**src/design/opt_queue.sv**
```systemverilog
// Short command queue between the front end and the back end.
// Depends on nothing; the payload width is a parameter.
`timescale 1ns / 1ps
module opt_queue #(
    parameter int WIDTH = 8,
    parameter int DEPTH = 2
) (
    input  logic             i_clk,
    input  logic             i_rst_n,
    input  logic             i_valid,
    output logic             o_ready,
    input  logic [WIDTH-1:0] i_data,
    output logic             o_valid,
    input  logic             i_ready,
    output logic [WIDTH-1:0] o_data
);
    localparam int PW = $clog2(DEPTH);
    logic [WIDTH-1:0] r_mem [DEPTH];
    logic [PW-1:0]    r_wp, r_rp;
    logic [PW:0]      r_cnt;
    logic             w_push, w_pop;

    assign o_ready = (r_cnt != DEPTH[PW:0]);
    assign o_valid = (r_cnt != '0);
    assign o_data  = r_mem[r_rp];
    assign w_push  = i_valid && o_ready;
    assign w_pop   = o_valid && i_ready;

    always_ff @(posedge i_clk) begin
        if (w_push) begin
            r_mem[r_wp] <= i_data;
        end
        if (!i_rst_n) begin
            r_wp  <= '0;
            r_rp  <= '0;
            r_cnt <= '0;
        end else begin
            if (w_push) begin
                r_wp <= (r_wp == PW'(DEPTH - 1)) ? '0 : r_wp + 1'b1;
            end
            if (w_pop) begin
                r_rp <= (r_rp == PW'(DEPTH - 1)) ? '0 : r_rp + 1'b1;
            end
            r_cnt <= r_cnt + {{PW{1'b0}}, w_push} - {{PW{1'b0}}, w_pop};
        end
    end
endmodule

```
**config.mk**
```make
export PLATFORM = sky130hd
export DESIGN_NAME = opt_queue
export DESIGN_NICKNAME = d
export VERILOG_FILES = /design/src/design/opt_queue.sv
export SDC_FILE = /design/constraint.sdc
export NUM_CORES = 1
export LEC_CHECK = 0
export BUFFER_PORTS_ARGS = -buffer_cell sky130_fd_sc_hd__buf_4
export CAP_MARGIN = 10
export CORE_UTILIZATION = 49
export DETAILED_ROUTE_END_ITERATION = 16
export GPL_ROUTABILITY_DRIVEN = 1
export MAX_ROUTING_LAYER = met4
export PLACE_DENSITY_LB_ADDON = 0.08
export SLEW_MARGIN = 10
export SYNTH_ARGS = -nofsm -noshare
export SYNTH_HDL_FRONTEND = slang
export SYNTH_SLANG_ARGS = --single-unit
```
**constraint.sdc**
```tcl
create_clock -name i_clk -period 2.1 [get_ports i_clk]
set_input_delay 0.21 -clock i_clk [delete_from_list [all_inputs] [get_ports i_clk]]
set_output_delay 0.21 -clock i_clk [all_outputs]
set_load 0.05 [all_outputs]
```
==> results of run 1 <==
-- how the worst max path moves through the flow --
stage,to,startpoint,cells after the start,slack [ps]
2_1_floorplan,r_cnt[0],r_cnt[0],5,560
3_3_place_gp,r_mem[0][7],r_cnt[0],3,790
3_5_place_dp,r_mem[0][7],r_cnt[0],3,750
4_1_cts,o_data[2],flop,2,450
5_1_grt,o_data[0],flop,2,420
6_report,o_data[2],flop,2,490
-- per-layer routing --
metal | vias to the layer above | global-route usage, %
li1 | 247 | -
met1 | 224 | 20.7
met2 | 14 | 24.8
met3 | 2 | 5.00
met4 | 0 | 7.50
met5 | - | -
-- stage by stage --
stage | total power, mW | setup WS [ps] | hold WS (ps)
6_report | 1.18 | 493 | 95.3
5_1_grt | 1.24 | 421 | 67.3
4_1_cts | 1.19 | 454 | 86.6
3_5_place_dp | 1.01 | 752 | 400
3_3_place_gp | 1.00 | 792 | 396
2_1_floorplan | 0.887 | 563 | 309
-- report_power, final --
| group | internal, mW | switching (mW) | leakage, nW | total, mW |
|---|---|---|---|---|
| clock network | 0.0739 | 0.108 | 0.0150 | 0.182 |
| registers | 0.508 | 0.0454 | 0.191 | 0.554 |
| logic | 0.170 | 0.274 | 0.197 | 0.443 |
-- cell usage after synthesis --
library cell / n
a21boi_2: 1
nand2b_2: 1
nand2_1: 2
inv_1: 1
and2_1: 3
nand3b_1: 1
edfxtp_1: 16
a21bo_1: 1
o21ai_0: 1
and3_2: 1
or2_1: 1
dfxtp_1: 5
o21ai_1: 1
ha_1: 1
mux2i_1: 1
nand3_1: 2
a21oi_1: 1
xnor2_1: 1
nor2_1: 1
nand2b_1: 2
o311ai_2: 1
mux2_2: 8
buf_2: 1
-- registers in the layout, summed over array words and instances (netlist names), named ones only --
| signal | count |
|---|---|
| r_rp | 1 |
| r_wp | 1 |
| r_mem | 16 |
| r_cnt | 2 |
-- cells in the final DEF (no fill, tap or decap) --
master / netlist / final
clkbuf_1: 0 / 1
nor2_1: 1 / 1
edfxtp_1: 16 / 16
nand3b_1: 1 / 1
a21boi_2: 1 / 1
inv_1: 1 / 1
o21ai_1: 1 / 1
a21oi_1: 1 / 1
nand2b_1: 2 / 2
nand2b_2: 1 / 1
mux2i_1: 1 / 1
clkbuf_4: 0 / 3
or2_1: 1 / 1
buf_4: 0 / 21
nand3_1: 2 / 2
dfxtp_1: 5 / 5
and2_1: 3 / 3
a21bo_1: 1 / 1
o21ai_0: 1 / 1
and3_2: 1 / 1
xnor2_1: 1 / 1
ha_1: 1 / 1
nand2_1: 2 / 2
mux2_2: 8 / 8
o311ai_2: 1 / 1
-- kinds of logic (layout without fill, tap and decap cells) --
group	Yosys count	after routing
buf+inv	2	26
simple gates	14	14
compound gates	6	6
mux	9	9
fa+ha+maj	1	1
xor+xnor	1	1
flops	21	21
-- cell type report --
cell class | count | area (µm²) | area share [%]
Timing Repair Buffer | 21 | 158 | 15.1
Multi-Input combinational cell | 31 | 256 | 24.6
Sequential cell | 21 | 581 | 55.6
Inverter | 1 | 3.75 | 0.359
Tap cell | 16 | 20.0 | 1.92
Clock buffer | 4 | 26.3 | 2.51
==> flow_summary.ini, run 1 <==
[layout]
antennaDiodeCount = 0
final_cell_count_no_fill = 94
area_growth_pct = 23.5
final_area_mm2 = 0.00104
finalCoreUtilization_pct = 67.0
fillers = 124
design.final.nets = 92
drive_gt1_share_pct = 46.2

[timing]
fin_tns_setup_ps = 0
period_needed_ps = 1610
tightest_slew_ps = 335
fmax_mhz = 622
finalHoldViolCount = 0
fin_worst_skew_ps = 5.10
drv_slew = 0
fin_crit_sh_pct = 76.5
relSlewSlack_pct = 77.7
rsz0062_at_grt = false
finalSetupViolCount = 0

[yosys]
synthXorXnorAreaFrac_pct = 1.04
synth-adder-area-share_pct = 1.48
synth_top_family_by_area = multiplexers
syn_nets = 67
synth-simple-area-share_pct = 9.76
yosys_warnings = 0
ys_types = 23
avgSynthCellArea_um2 = 15.7
synth-compound-area-share_pct = 6.21
syn_area_um2 = 846
synthMuxAreaShare_pct = 11.8
synth.top_cell.area_share_pct = 56.8
ys_ff_latch = 21
synth.area.top_cells = edfxtp_1 57%, dfxtp_1 12%, mux2_2 11%
synth_top_area_cell = edfxtp_1
yosysSeqAreaShare_pct = 68.6
syn_inst = 54

[floorplanning]
num_rows = 14
io_pins = 22
start_util_pct = 54.3
die-area_mm2 = 0.00190
fp.dieW_um = 43.5
core_mm2 = 0.00156
die-height_um = 43.5

[routing]
drt.antenna.violating_nets = 0
wl_met3_um = 60
wl_met2_um = 588
dr_total_vias = 487
wl_met1_um = 549
drc = 4
wl_per_cell_um = 12.8
viasPerCell = 5.18
top_layer = met4
drt_pass1_iterations = 9
detail_route.wirelength_um = 1200
drt_iter0_drc = 4

[critical_path]
worstPathCellList = mux2_2 -> buf_4
crit_type = reg2out
cp_top_family = flip-flops
max_stage_delay_ps = 530
cp-end-kind = primary output
cp_num_buf_inv = 1
r2r-end = r_cnt[1]
rrSetupSlack_ps = 740
crit_fanout = 8
arrival_ps = 1400
startpoint_type = flop
r2r_start = r_cnt[0]
critPathSlowestCell = dfxtp_1
reg2reg_depth = 6
worstPathRequired_ps = 1890

[place]
port_buffers = 21
gp_congestion = 0.689
dpl_cell_area_mm2 = 0.00102
dp_cells = 90

[power]
p_leak_nw = 0.403
p_per_area_mw_per_mm2 = 1130
ir_drop_v = 0.000544

[worst_hold_path]
holdCritStartpoint = i_data[5]
holdPathEnd = r_mem[0][5]
hold_depth = 1
hp-class = in2reg

[global_routing]
grt.overflow.total = 0
grt_pass1_wl_um = 2120
grtUsageTotal_pct = 16.6
grt_pass1_vias = 485
antenna_found_initial = 0
grt_max_degree = 12

[cts]
root_buffer = clkbuf_4
path_clk_slew_ps = 110
cts_inserted_buffers = 3
htree_num_levels = 1
ctsHoldBuffers = 0
cts_tree = yes
cts-resized-gates = 0
post_cts_buffers = 0
clk_latency_ps = 290
clock-sinks = 21
cts_buffer_depth = 2

[job]
maxCapViolCount = 0

[status]
violations = design-rule violations
outcome = complete, but fails checks
Note: power is estimated with default switching activity, not from simulation.
==> run 2, diff against run 1 <==
- clock period: 2.1 -> 1.6 ns (I/O delays scaled with it)
==> run 2 against run 1 <==
Effect of this change:
- the run still ends with design-rule violations left
- sequential power rose by 31%
- register-to-register slack got worse by 490 ps
- total power rose by 31%
- final area rose by 0.24%
==> flow_summary.ini, run 2 (same netlist as run 1, synthesis figures left out) <==
[global_routing]
antenna_found_initial = 0
grt_max_degree = 13
grt.overflow.total = 0
grt_pass1_wl_um = 1970
grtUsageTotal_pct = 15.3
grt_pass1_vias = 443

[place]
gp_congestion = 0.642
port_buffers = 21
dpl_cell_area_mm2 = 0.00102
dp_hpwl_um = 964
dp_cells = 90

[floorplanning]
fp.dieW_um = 43.5
io_pins = 22
start_util_pct = 54.3
core_mm2 = 0.00156
num_rows = 14
die-area_mm2 = 0.00190
die-height_um = 43.5

[routing]
dr_total_vias = 485
drt_pass1_iterations = 10
drt.antenna.violating_nets = 0
drt_iter0_drc = 10
detail_route.wirelength_um = 1250
viasPerCell = 5.16
drc = 4
wl_per_cell_um = 13.3

[cts]
cts_tree = yes
htree_num_levels = 1
ctsHoldBuffers = 0
cts_inserted_buffers = 3
root_buffer = clkbuf_4
path_clk_slew_ps = 110
cts_buffer_depth = 2
clk_latency_ps = 290
clock-sinks = 21

[critical_path]
worstPathCellList = mux2_2 -> buf_4
max_stage_delay_ps = 450
cp-end-kind = primary output
startpoint_type = flop
arrival_ps = 1290
crit_type = reg2out
cp_top_family = flip-flops
worstPathRequired_ps = 1440
critPathSlowestCell = dfxtp_2
cp_num_buf_inv = 1
crit_fanout = 8

[power]
internal_power_uw = 984
power_switching_uw = 566
p_total_mw = 1.55
swShare_pct = 36.5
p_per_area_mw_per_mm2 = 1480
combPwrFrac_pct = 37.6
p_leak_nw = 0.406
seqPwrFrac_pct = 46.9
ir_drop_v = 0.000811
p_clk_share_pct = 15.6

[timing]
drv_slew = 0
fin_tns_setup_ps = 0
fmax_mhz = 688
fin_crit_sh_pct = 90.8
period_needed_ps = 1450
relSlewSlack_pct = 78.9
tightest_slew_ps = 317
rsz0062_at_grt = false
finalSetupViolCount = 0
finalHoldViolCount = 0
fin_worst_skew_ps = 6.42

[status]
violations = design-rule violations
outcome = complete, but fails checks

[layout]
design.final.nets = 92
mostFrequentLayoutCell = buf_4
top_regs = r_mem x16, r_cnt x2
largest_reg_flops = 16
final_cell_count_no_fill = 94
drive_gt1_share_pct = 48.7
area_growth_pct = 23.8
largest_register = r_mem
final_cell_mix = 21 x buf_4, 16 x edfxtp_1, 8 x mux2_2
antennaDiodeCount = 0
final_area_mm2 = 0.00105

[job]
maxCapViolCount = 0

[worst_hold_path]
hp-class = in2reg
==> run 2: changes by cell type in the layout (fill, tap and decap cells not counted), sizes merged <==
cell,delta
clkinv,+1
clkbuf,-1
==> run 2: through the flow <==
step                      setup WS [ps]  hold WS, ps  util [%]
after floorplan                    63.4          259         -
after global placement              288          351      65.3
after detailed placement            242          348      65.3
after CTS                          5.76         28.8      67.1
after global routing               91.8         19.8      67.2
final                               147         38.9      67.2
==> run 2: timing repair <==
item / CTS / global route
endpoints found under the setup margin: 0 / 8
resized for setup: 0 / 1
setup buffers: 0 / 0
==> run 2: worst paths after layout <==
| path | slack [ps] | startpoint | depth (start not counted) | end |
|---|---|---|---|---|
| setup / recovery | 150 | flop | 2 | o_data[7] |
| hold / removal | 40 | i_data[3] | 1 | r_mem[1][3] |
| setup reg to reg | 250 | r_cnt[0] | 3 | r_mem[0][4] |
| hold reg to reg | 580 | r_wp | 2 | r_wp |
==> run 2: cell type report <==
class,count,area [µm²]
inverters,1,3.75
multi-input cells,31,256
well taps,16,20.0
fillers,128,512
clock inverters,1,5.00
clock buffers,3,22.5
flip-flops and latches,21,582
repair buffers,21,158
==> run 2: layer usage <==
layer	vias up	wire, µm	global-route usage (%)
met3	0	52	3.75
met2	12	663	26.9
met1	225	531	16.6
li1	248	-	-
met5	-	0	-
met4	0	0	5.63
==> run 2: power groups by stage <==
stage | sequential (mW) | clock, mW | combinational (mW)
2_1_floorplan | 0.709 | 0 | 0.456
3_3_place_gp | 0.738 | 0 | 0.574
3_5_place_dp | 0.741 | 0 | 0.585
4_1_cts | 0.728 | 0.253 | 0.588
5_1_grt | 0.737 | 0.274 | 0.615
6_report | 0.727 | 0.241 | 0.582
==> run 3, diff against run 2 <==
- SETUP_SLACK_MARGIN: default -> 0.5
==> run 3 against run 2 <==
Effect of this change:
- the flow still finishes with violations (design-rule violations)
- clock-buffer cell count stayed put
- clock skew about the same
- clock power increased by 6%
- die area unchanged
- final area rose by 16%
- total power increased by 15%
- first-iteration DRC count increased by 60%
- setup slack better by 46 ps
- global-route usage grew 3.5 points
- non-clock buffer count rose by 7
- cell count increased by 7.4%
==> flow_summary.ini, run 3 (same netlist as run 1, synthesis figures left out) <==
[floorplanning]
die-area_mm2 = 0.00190
die-height_um = 43.5
start_util_pct = 54.3
fp.dieW_um = 43.5
core_mm2 = 0.00156
num_rows = 14
io_pins = 22

[routing]
drt.antenna.violating_nets = 0
drc = 4
drt_iter0_drc = 16
wl_per_cell_um = 14.0
detail_route.wirelength_um = 1410
dr_total_vias = 537
viasPerCell = 5.32
drt_pass1_iterations = 9

[timing]
fmax_mhz = 711
period_needed_ps = 1410
rsz0062_at_grt = true
fin_tns_setup_ps = 0
relSlewSlack_pct = 82.6
finalSetupViolCount = 0
finalHoldViolCount = 0
fin_worst_skew_ps = 5.94
fin_crit_sh_pct = 87.9
tightest_slew_ps = 261
drv_slew = 0

[worst_hold_path]
hold_depth = 1
hp-class = in2reg

[cts]
root_buffer = clkbuf_4
htree_num_levels = 1
cts_tree = yes
clock-sinks = 21
path_clk_slew_ps = 120
cts_inserted_buffers = 3
cts_buffer_depth = 2
ctsHoldBuffers = 0
clk_latency_ps = 310

[critical_path]
reg2reg_depth = 6
cp_num_buf_inv = 1
startpoint_type = flop
rrSetupSlack_ps = 280
cp.depth = 2
cp-end-kind = primary output
arrival_ps = 1250
crit_type = reg2out
cp_top_family = flip-flops
critPathSlowestCell = dfxtp_4
worstPathCellList = mux2_4 -> buf_6
worstPathRequired_ps = 1440
max_stage_delay_ps = 460
crit_fanout = 8

[layout]
top_regs = r_mem x16, r_cnt x2
design.final.nets = 99
final_area_mm2 = 0.00121
largest_register = r_mem
antennaDiodeCount = 0
area_growth_pct = 43.3
largest_reg_flops = 16
final_cell_mix = 16 x buf_4, 16 x edfxtp_1, 11 x buf_6
fillers = 99
ff_latch_area_um2 = 592
multiInputGateArea_um2 = 308
drive_gt1_share_pct = 61.2
finalCoreUtilization_pct = 77.8

[status]
outcome = complete, but fails checks
violations = design-rule violations

[place]
gp_congestion = 0.719
dpl_cell_area_mm2 = 0.00103
port_buffers = 21
dp_hpwl_um = 897

[power]
p_leak_nw = 0.488
p_total_mw = 1.79
p_per_area_mw_per_mm2 = 1470
ir_drop_v = 0.000981

[global_routing]
grtUsageTotal_pct = 18.8
grt_pass1_vias = 513
grt_pass1_wl_um = 2370
grt_max_degree = 13
grt.overflow.total = 0
antenna_found_initial = 0

[job]
maxCapViolCount = 0
==> run 3: report_power, final <==
group          total, mW  internal (mW)  leakage, nW  switching, mW
clock              0.256         0.0934       0.0177          0.162
sequential         0.749          0.680        0.193         0.0695
combinational      0.781          0.376        0.277          0.405
==> run 3: layout make-up <==
type	instances	area share (%)
tap	16	1.65
timing repair buffer	28	21.4
inverter	1	0.516
multi-input combinational	31	25.4
clock buffer	3	1.86
clock inverter	1	0.413
sequential	21	48.8
==> run 3: through the flow <==
step	hold WS, ps	worst slack, ps	std cells
3_5_place_dp	348	309	90
3_3_place_gp	345	333	90
6_report	25.2	193	101
2_1_floorplan	259	250	54
4_1_cts	19.1	190	98
5_1_grt	4.69	155	101
==> run 3: final timing paths <==
check / endpoint / startpoint
min reg2reg: flop / r_rp
min: r_mem[0][7] / i_data[7]
max reg2reg: r_cnt[1] / r_cnt[1]
max: o_data[4] / flop
==> run 3: metal layers <==
metal	vias to the layer above	share of wire (%)	GRT usage, %	wire [µm]
met4	0	2.5	11.3	36
met3	4	3.4	5.00	48
li1	264	-	-	-
met5	-	0	-	0
met2	16	52	30.1	729
met1	253	42	20.9	599
==> run 3: repair_timing <==
item / CTS / global route
gates resized for setup: 28 / 3
setup endpoints to repair: 28 / 28
pin swaps: 3 / 0
endpoints found under the hold margin: 0 / 0
setup buffers: 4 / 3
