File: config.mk
export PLATFORM = sky130hd
export DESIGN_NAME = opt_front
export DESIGN_NICKNAME = d
export VERILOG_FILES = /design/src/design/opt_pkg.sv /design/src/design/opt_front.sv
export SDC_FILE = /design/constraint.sdc
export NUM_CORES = 1
export LEC_CHECK = 0
export BUFFER_PORTS_ARGS = -buffer_cell sky130_fd_sc_hd__buf_2
export CAP_MARGIN = 20
export CORE_MARGIN = 4
export CORE_UTILIZATION = 40
export DETAILED_ROUTE_END_ITERATION = 12
export PLACE_DENSITY = 0.71
export SLEW_MARGIN = 10
export SYNTH_ARGS = -nofsm -noshare
export SYNTH_HDL_FRONTEND = slang
export SYNTH_SLANG_ARGS = --single-unit
File: constraint.sdc
create_clock -name i_clk -period 2.95 [get_ports i_clk]
set_input_delay 0 -clock i_clk [delete_from_list [all_inputs] [get_ports i_clk]]
set_output_delay 0 -clock i_clk [all_outputs]
set_load 0.02 [all_outputs]
File: src/design/opt_pkg.sv
// Package for the obstacle persistence table: register indexes, operation codes
// and the command record that passes from the front end to the back end.
`timescale 1ns / 1ps
package opt_pkg;
    localparam int RADIUS_WIDTH = 15;
    localparam int CFG_IDX_WIDTH = 3;
    localparam int CFG_DATA_WIDTH = 16;
    localparam logic [CFG_IDX_WIDTH-1:0] REG_X_TOL = 3'd0;
    localparam logic [CFG_IDX_WIDTH-1:0] REG_Y_TOL = 3'd1;
    localparam logic [CFG_IDX_WIDTH-1:0] REG_Z_TOL = 3'd2;
    localparam logic [CFG_IDX_WIDTH-1:0] REG_R_TOL = 3'd3;
    localparam logic [CFG_IDX_WIDTH-1:0] REG_MAX_R = 3'd4;
    localparam logic [CFG_IDX_WIDTH-1:0] REG_FRAMES = 3'd5;
    localparam logic [CFG_IDX_WIDTH-1:0] REG_MIN_SIGHT = 3'd6;
    localparam logic OP_POINT = 1'b0;
    localparam logic OP_FRAME = 1'b1;

    typedef enum logic [1:0] {
        CMD_POINT_MATCH,
        CMD_POINT_APPEND,
        CMD_PUBLISH
    } t_cmd_kind;
endpackage

File: src/design/opt_front.sv
// Front end: accepts items, tracks frames and turns the items it keeps into commands.
// Depends on opt_pkg; the back end reports the table fill through i_entry_count.
`timescale 1ns / 1ps
module opt_front #(
    parameter int CNT_WIDTH = 7
) (
    input  logic                          i_clk,
    input  logic                          i_rst_n,
    input  logic                          i_valid,
    output logic                          o_ready,
    input  logic                          i_operation,
    input  logic [14:0]                   i_radius,
    input  logic [14:0]                   i_max_radius,
    input  logic [7:0]                    i_frames_per_publish,
    input  logic [CNT_WIDTH-1:0]          i_entry_count,
    input  logic                          i_back_idle,
    output logic                          o_cmd_valid,
    input  logic                          i_cmd_ready,
    output opt_pkg::t_cmd_kind            o_cmd_kind
);
    import opt_pkg::*;

    logic [7:0] r_frames_seen, n_frames_seen;
    logic       r_ignore_frame;
    logic       r_started_empty;
    logic       w_accept;
    logic       w_take;

    assign n_frames_seen = r_frames_seen + 8'd1;
    // Frame starts read the fill count, so they wait until the back end is done.
    assign o_ready = i_cmd_ready && (i_operation == OP_POINT || i_back_idle);
    assign w_accept = i_valid && o_ready;
    assign w_take = (i_operation == OP_FRAME) ? (n_frames_seen == i_frames_per_publish)
                  : (!r_ignore_frame && i_radius < i_max_radius);
    assign o_cmd_valid = w_accept && w_take;

    always_comb begin
        if (i_operation == OP_FRAME) begin
            o_cmd_kind = CMD_PUBLISH;
        end else if (r_started_empty) begin
            o_cmd_kind = CMD_POINT_APPEND;
        end else begin
            o_cmd_kind = CMD_POINT_MATCH;
        end
    end

    always_ff @(posedge i_clk) begin
        if (!i_rst_n) begin
            r_frames_seen   <= '0;
            r_ignore_frame  <= 1'b0;
            r_started_empty <= 1'b1;
        end else if (w_accept && i_operation == OP_FRAME) begin
            if (n_frames_seen == i_frames_per_publish) begin
                r_frames_seen  <= '0;
                r_ignore_frame <= 1'b1;
            end else begin
                r_frames_seen   <= n_frames_seen;
                r_ignore_frame  <= 1'b0;
                r_started_empty <= (i_entry_count == '0);
            end
        end
    end
endmodule

==> results of run 1 <==
-- stage by stage --
stage                     hold WS [ps]  cells  total power (uW)
after global placement           295.5    223             244.7
after global routing             39.97    227             407.3
final                            35.36    227             376.5
after CTS                        28.38    227             380.3
after floorplan                  78.11    144             200.4
after detailed placement         301.0    223             250.4
-- final timing paths --
kind / startpoint / endpoint / cells past startpoint
worst min register to register: r_ignore_frame$_SDFFE_PN0P_ / r_ignore_frame$_SDFFE_PN0P_ / 2
worst max register to register: r_frames_seen[0]$_SDFFE_PN0P_ / r_ignore_frame$_SDFFE_PN0P_ / 7
worst max-delay path: r_frames_seen[0]$_SDFFE_PN0P_ / o_cmd_valid / 8
worst min-delay path: i_entry_count[3] / r_started_empty$_SDFFE_PN1P_ / 4
-- cell families after synthesis --
group | Yosys count | synth area share, %
AO/OA/AOI/OAI | 38 | 23.20
XOR/XNOR | 7 | 6.770
adder cells (fa/ha/maj) | 15 | 16.65
buffers and inverters | 26 | 9.656
flip-flops | 10 | 17.76
multiplexers | 2 | 1.887
AND/OR/NAND/NOR | 46 | 24.08
-- power groups by stage --
stage               registers (uW)  clock network [uW]  logic [uW]
floorplan                      141                   0        59.8
CTS                            138                 132         111
global route                   138                 144         125
finish                         138                 129         110
detailed placement             141                   0         109
global placement               141                   0         104
-- metal layers --
metal  wire length [um]  vias up  global-route usage (%)
li1                   -      632                       -
met1               1146      555                   18.65
met2               1439       50                   29.15
met3                233        9                   4.193
met4                 63        0                   7.121
met5                  0        -                       0
-- worst register-to-register path: stages (launching register included) --
cell and delay, ps:
dfxtp_1 420, ha_1 260, nand3_1 200, or2_2 350
o22a_1 230, a2111o_2 530, or2_1 260, a21boi_1 110
-- final cells by class --
cell class                 count  share of cell area (%)
multi-input combinational    108                   56.85
timing repair buffer          54                   18.72
sequential                    10                   13.86
inverter                      21                   5.459
tap                           30                   2.600
clock buffer                   4                   2.513
-- Yosys cell counts, drive strengths merged, types with 2 or more instances --
library cell	instances
o22ai	4
nand3b	4
nand2b	3
xor2	2
a21o	3
o21ai	4
clkbuf	2
nor2b	4
or3	3
xnor2	4
nor4	2
or2	4
o211ai	2
nand4	4
buf	3
a21oi	6
a2111oi	2
dfxtp	10
nand3	5
inv	21
a21boi	4
ha	15
nor3	4
a31oi	5
nand2	9
and3	2
-- what timing repair did --
| action | 4_1_cts | 5_1_grt |
|---|---|---|
| setup buffers | 0 | 0 |
| gates resized for setup | 0 | 2 |
| endpoints found under the setup margin | 0 | 1 |
-- sequential cells by signal, summed over array words and instances, names as in the netlist --
name,flops
r_frames_seen,8
r_started_empty,1
r_ignore_frame,1
==> flow_summary_export.csv, run 1 <==
group,metric,value,unit
timing,worst_pin_slew,438.4,ps
worst_setup_path,slowest_stage,"a2111o_2",
clocking,cts_inserted_buffers,3,
detailed_routing,wl,2.883,mm
detailed_routing,drc,0,
detailed_routing,wire_per_inst,12.70,um
synthesis,ys_ff_latch,10,
worst_setup_path,cpLargestDelayFamily,"compound AO/OA/AOI/OAI gates",
detailed_routing,via_count,1246,
clocking,worstSkewPairLatency,270,ps
worst_setup_path,path_class,"reg -> out",
cells_and_area,layout_common_cells,"54 x buf_2, 21 x inv_1, 15 x ha_1",
synthesis,synthCells,144,
timing,tns,0,ps
pwr,seqPwrFrac,36.6,%
pwr,p_per_area,260.8,mW/mm^2
worst_setup_path,required,2950,ps
synthesis,yosysTopAreaCellShare,17.76,%
cells_and_area,drive_gt1_share,32.49,%
clocking,cts_tree,"done",
timing,drv_slew,0,
pwr,p_leak,0.0007002,uW
global_route,grt_max_degree,15,
cells_and_area,area_growth,28.08,%
timing,max_freq,0.3592,GHz
synthesis,seq_area_frac_synth,17.76,%
floorplan,rows,18,
synthesis,syn_area,0.001127,mm^2
clocking,clockBufferDepth,2,
pwr,clkPwrFrac,34.2,%
clocking,cts_root_buf,"clkbuf_4",
global_route,grt_pass1_vias,1213,
outcome,status,"completed",
floorplan,start_util,43.53,%
synthesis,ys.flop_type,"dfxtp_1",
synthesis,synth_warnings,0,
timing,hold_violations,0,
global_route,antenna_found_initial,0,
timing,fin_crit,2784,ps
pwr,p_int,268.6,uW
clocking,holdBufCountCts,0,
clocking,clock_sinks,10,
detailed_routing,antenna_left,0,
placed_design,dp_hpwl,2.426,mm
floorplan,die-area,0.003731,mm^2
detailed_routing,drt_iter0_drc,38,
floorplan,die_x,61.09,um
detailed_routing,viasPerCell,5.489,
worst_setup_path,critical_path.cell_chain,"ha_1 -> nand3_1 -> or2_2 -> o22a_1 -> a2111o_2 -> or2_1 -> o21ai_1 -> buf_2",
worst_setup_path,cp_max_fo,11,
cells_and_area,final_util,55.75,%
placed_design,io_buffers,54,
timing,finalSetupViolations,0,
worst_hold_path,hold_class,"in -> reg",
cells_and_area,antennaDiodeCount,0,
cells_and_area,nets,264,
detailed_routing,first_pass_iters,4,
global_route,grt_overflow,0,
synthesis,ys_async_sr_fraction,0,%
cells_and_area,design_area,0.001444,mm^2
pwr,switching_share,28.67,%
pwr,power.switching,107.9,uW
worst_setup_path,reg2reg_slack,530,ps
timing,rsz0062_at_grt,"false",
cells_and_area,multi_input_area,820.8,um^2
synthesis,synth_area_leader_cell,"dfxtp_1",
synthesis,synth_edf_count,0,
floorplan,core_area,0.002590,mm^2
placed_design,post-place-ws,430.4,ps
cells_and_area,final_common_cell,"buf_2",
worst_setup_path,crit_buf_inv,1,
synthesis,synth_area_leaders,"dfxtp_1 18%, ha_1 17%, inv_1 7.0%",
clocking,htreeDepth,1,
cells_and_area,seqCellArea,200.2,um^2
placed_design,gp_congestion,0.8617,
cells_and_area,fillers,245,
pwr,ir_worst_vdd,0.2576,mV
pwr,p_comb_share,29.2,%
floorplan,top_level_ports,55,
placed_design,place_area,0.001405,mm^2
floorplan,die_y,61.09,um
worst_setup_path,end_kind,"primary output",
worst_setup_path,startpoint_type,"flip-flop",
global_route,grt_util_all_layers,16.51,%
clocking,clkSlewWorstSetupHoldPaths,70,ps
timing,fin_crit_sh,94.37,%
timing,setup_ws,166.1,ps
worst_setup_path,crit_arrival,2780,ps
worst_setup_path,critical_path.max_stage_delay,530,ps
synthesis,avgSynthCellArea,7.829,um^2
synthesis,synth_fp_nets,210,
run,cap_violations,0,
timing,max-slew-margin-rel,70.70,%
timing,skew,2.215,ps
global_route,grt_pass1_wl,4.761,mm
synthesis,yosys.cell_types.count,44,
Power figures use the tool's default switching activity.
==> run 2, diff against run 1 <==
--- a/config.mk
+++ b/config.mk
@@ -7,10 +7,12 @@
 export LEC_CHECK = 0
 export BUFFER_PORTS_ARGS = -buffer_cell sky130_fd_sc_hd__buf_2
 export CAP_MARGIN = 20
+export CELL_PAD_IN_SITES_DETAIL_PLACEMENT = 1
+export CELL_PAD_IN_SITES_GLOBAL_PLACEMENT = 2
 export CORE_MARGIN = 4
-export CORE_UTILIZATION = 40
+export CORE_UTILIZATION = 24
 export DETAILED_ROUTE_END_ITERATION = 12
-export PLACE_DENSITY = 0.71
+export PLACE_DENSITY_LB_ADDON = 0.1
 export SLEW_MARGIN = 10
 export SYNTH_ARGS = -nofsm -noshare
 export SYNTH_HDL_FRONTEND = slang
==> constraint.sdc (replaced) <==
create_clock -name i_clk -period 2.7 [get_ports i_clk]
set_input_delay 0 -clock i_clk [delete_from_list [all_inputs] [get_ports i_clk]]
set_output_delay 0 -clock i_clk [all_outputs]
set_load 0.02 [all_outputs]
==> flow_summary_export.csv, run 2 (synthesis results as in run 1) <==
group,metric,value,unit
cells_and_area,finalNonFillerCells,250,
placed_design,dp_cells,247,
floorplan,top_level_ports,55,
worst_setup_path,end_kind,"primary output",
clocking,worstSkewPairLatency,240,ps
clocking,clkSlewWorstSetupHoldPaths,50,ps
worst_hold_path,worstHoldStart,"i_entry_count[3]",
global_route,grt_max_degree,15,
floorplan,die_x,76.54,um
worst_setup_path,critical_path.max_stage_delay,420,ps
timing,finalSetupViolations,0,
clocking,cts_root_buf,"clkbuf_8",
placed_design,gp_congestion,0.7462,
timing,rsz0062_at_grt,"false",
detailed_routing,top_layer_used,"met4",
timing,skew,3.280,ps
cells_and_area,regMostFlops,"r_frames_seen",
pwr,clkPwrFrac,36.9,%
worst_setup_path,slowest_stage,"dfxtp_1",
cells_and_area,drive_gt1_share,33.33,%
detailed_routing,drt-met1-wl,1.595,mm
global_route,grt_util_all_layers,12.18,%
cells_and_area,area_growth,32.85,%
floorplan,rows,24,
worst_setup_path,path_class,"reg -> out",
worst_setup_path,crit_arrival,2480,ps
worst_setup_path,cpLargestDelayFamily,"simple AND/OR/NAND/NOR gates",
global_route,antenna_found_initial,0,
timing,fin_crit,2478,ps
detailed_routing,routed-wl-met2,1.716,mm
pwr,power.switching,124.1,uW
detailed_routing,via_count,1248,
worst_setup_path,r2r_start,"r_frames_seen[0]$_SDFFE_PN0P_",
timing,fin_crit_sh,91.78,%
outcome,status,"completed",
timing,hold_violations,0,
placed_design,place_area,0.001448,mm^2
clocking,cts_inserted_buffers,3,
clocking,clock_sinks,10,
global_route,grt_pass1_wl,5.961,mm
global_route,grt_overflow,0,
detailed_routing,drc,0,
clocking,post-cts-setup-buffers,0,
cells_and_area,design_area,0.001498,mm^2
worst_setup_path,critical_path.cell_chain,"ha_2 -> nand3_1 -> or2_2 -> o22a_1 -> a2111o_1 -> or2_1 -> o21ai_1 -> buf_2",
detailed_routing,first_pass_iters,2,
detailed_routing,wl_met3,163,um
cells_and_area,final_util,33.70,%
floorplan,core_area,0.004444,mm^2
detailed_routing,wire_per_inst,14.05,um
cells_and_area,final_common_cell,"buf_2",
clocking,cts_tree,"done",
timing,tns,0,ps
detailed_routing,drt_iter0_drc,21,
worst_setup_path,startpoint_type,"flip-flop",
cells_and_area,largest_registers,"r_frames_seen x8, r_ignore_frame x1, r_started_empty x1",
timing,setup_ws,221.9,ps
cells_and_area,largest_register_ffs,8,
timing,max-slew-margin-rel,77.52,%
clocking,clockBufferDepth,2,
pwr,ir_worst_vdd,0.3634,mV
timing,drv_slew,0,
pwr,switching_share,28.56,%
placed_design,dp_hpwl,3.050,mm
run,cap_violations,0,
cells_and_area,nets,266,
placed_design,io_buffers,54,
detailed_routing,wl,3.513,mm
worst_setup_path,rr_worst_depth,8,
pwr,p_per_area,290.2,mW/mm^2
clocking,htreeDepth,1,
worst_setup_path,cp_max_fo,5,
timing,worst_pin_slew,328.6,ps
timing,max_freq,0.4035,GHz
floorplan,die-area,0.005858,mm^2
floorplan,start_util,25.37,%
worst_setup_path,r2r-end,"r_frames_seen[4]$_SDFFE_PN0P_",
worst_setup_path,reg2reg_slack,350,ps
detailed_routing,antenna_left,0,
pwr,seqPwrFrac,34.7,%
detailed_routing,viasPerCell,4.992,
pwr,p_int,310.5,uW
pwr,p_leak,0.0007062,uW
cells_and_area,layout_common_cells,"54 x buf_2, 21 x inv_1, 14 x ha_1",
floorplan,die_y,76.54,um
worst_setup_path,required,2700,ps
worst_hold_path,hold_depth,4,
worst_hold_path,worstHoldEndpoint,"r_started_empty$_SDFFE_PN1P_",
cells_and_area,antennaDiodeCount,0,
worst_hold_path,hold_class,"in -> reg",
pwr,p_comb_share,28.3,%
worst_setup_path,crit_buf_inv,1,
placed_design,post-place-ws,161.2,ps
global_route,grt_pass1_vias,1349,
## run 2: per-stage QoR
step / total power, uW / hold slack [ps]
2_1_floorplan: 219.0 / 78.11
3_3_place_gp: 271.2 / 301.3
3_5_place_dp: 277.2 / 303.0
4_1_cts: 439.2 / 86.35
5_1_grt: 464.4 / 129.6
6_report: 434.6 / 93.48
## run 2: what timing repair did
| item | CTS | global route |
|---|---|---|
| endpoints found under the setup margin | 0 | 5 |
| gates resized for setup | 0 | 3 |
| hold buffers | 0 | 0 |
## run 2: metal layers
metal	global-route usage (%)	vias up
met4	1.630	0
met2	22.06	33
met1	14.74	579
met3	3.073	4
li1	-	632
met5	0	-
## run 2: layout make-up
type                            count  area, um^2
Clock buffer                        3       41.29
Multi-Input combinational cell    108       827.0
Sequential cell                    10       200.2
Timing Repair Buffer               56       285.3
Inverter                           21       78.83
Fill cell                         563        2947
Tap cell                           52       65.06
## run 2: worst register-to-register path: stages (launching register included)
cell and delay, ps:
dfxtp_1 420, ha_2 250, nand3_1 150, or2_2 330, o22a_1 240, a2111o_1 360, buf_4 180, a31oi_1 210
o22ai_1 100
## run 2: power groups by stage
stage	Combinational [uW]	Sequential, uW	Clock [uW]
floorplan	65.4	154	0
global placement	117	154	0
detailed placement	123	154	0
CTS	124	151	164
global route	141	151	173
finish	123	151	160
## run 2: how the worst max path moves through the flow
| stage | from | endpoint | slack, ps | cells past startpoint |
|---|---|---|---|---|
| after floorplan | r_frames_seen[0]$_SDFFE_PN0P_ | r_frames_seen[4]$_SDFFE_PN0P_ | 480 | 8 |
| after global placement | r_frames_seen[0]$_SDFFE_PN0P_ | r_frames_seen[5]$_SDFFE_PN0P_ | 260 | 8 |
| after detailed placement | r_frames_seen[0]$_SDFFE_PN0P_ | r_frames_seen[4]$_SDFFE_PN0P_ | 160 | 8 |
| after CTS | r_frames_seen[0]$_SDFFE_PN0P_ | o_cmd_valid | 20 | 8 |
| after global routing | r_frames_seen[0]$_SDFFE_PN0P_ | o_cmd_valid | 10 | 8 |
| final | r_frames_seen[0]$_SDFFE_PN0P_ | o_cmd_valid | 220 | 8 |
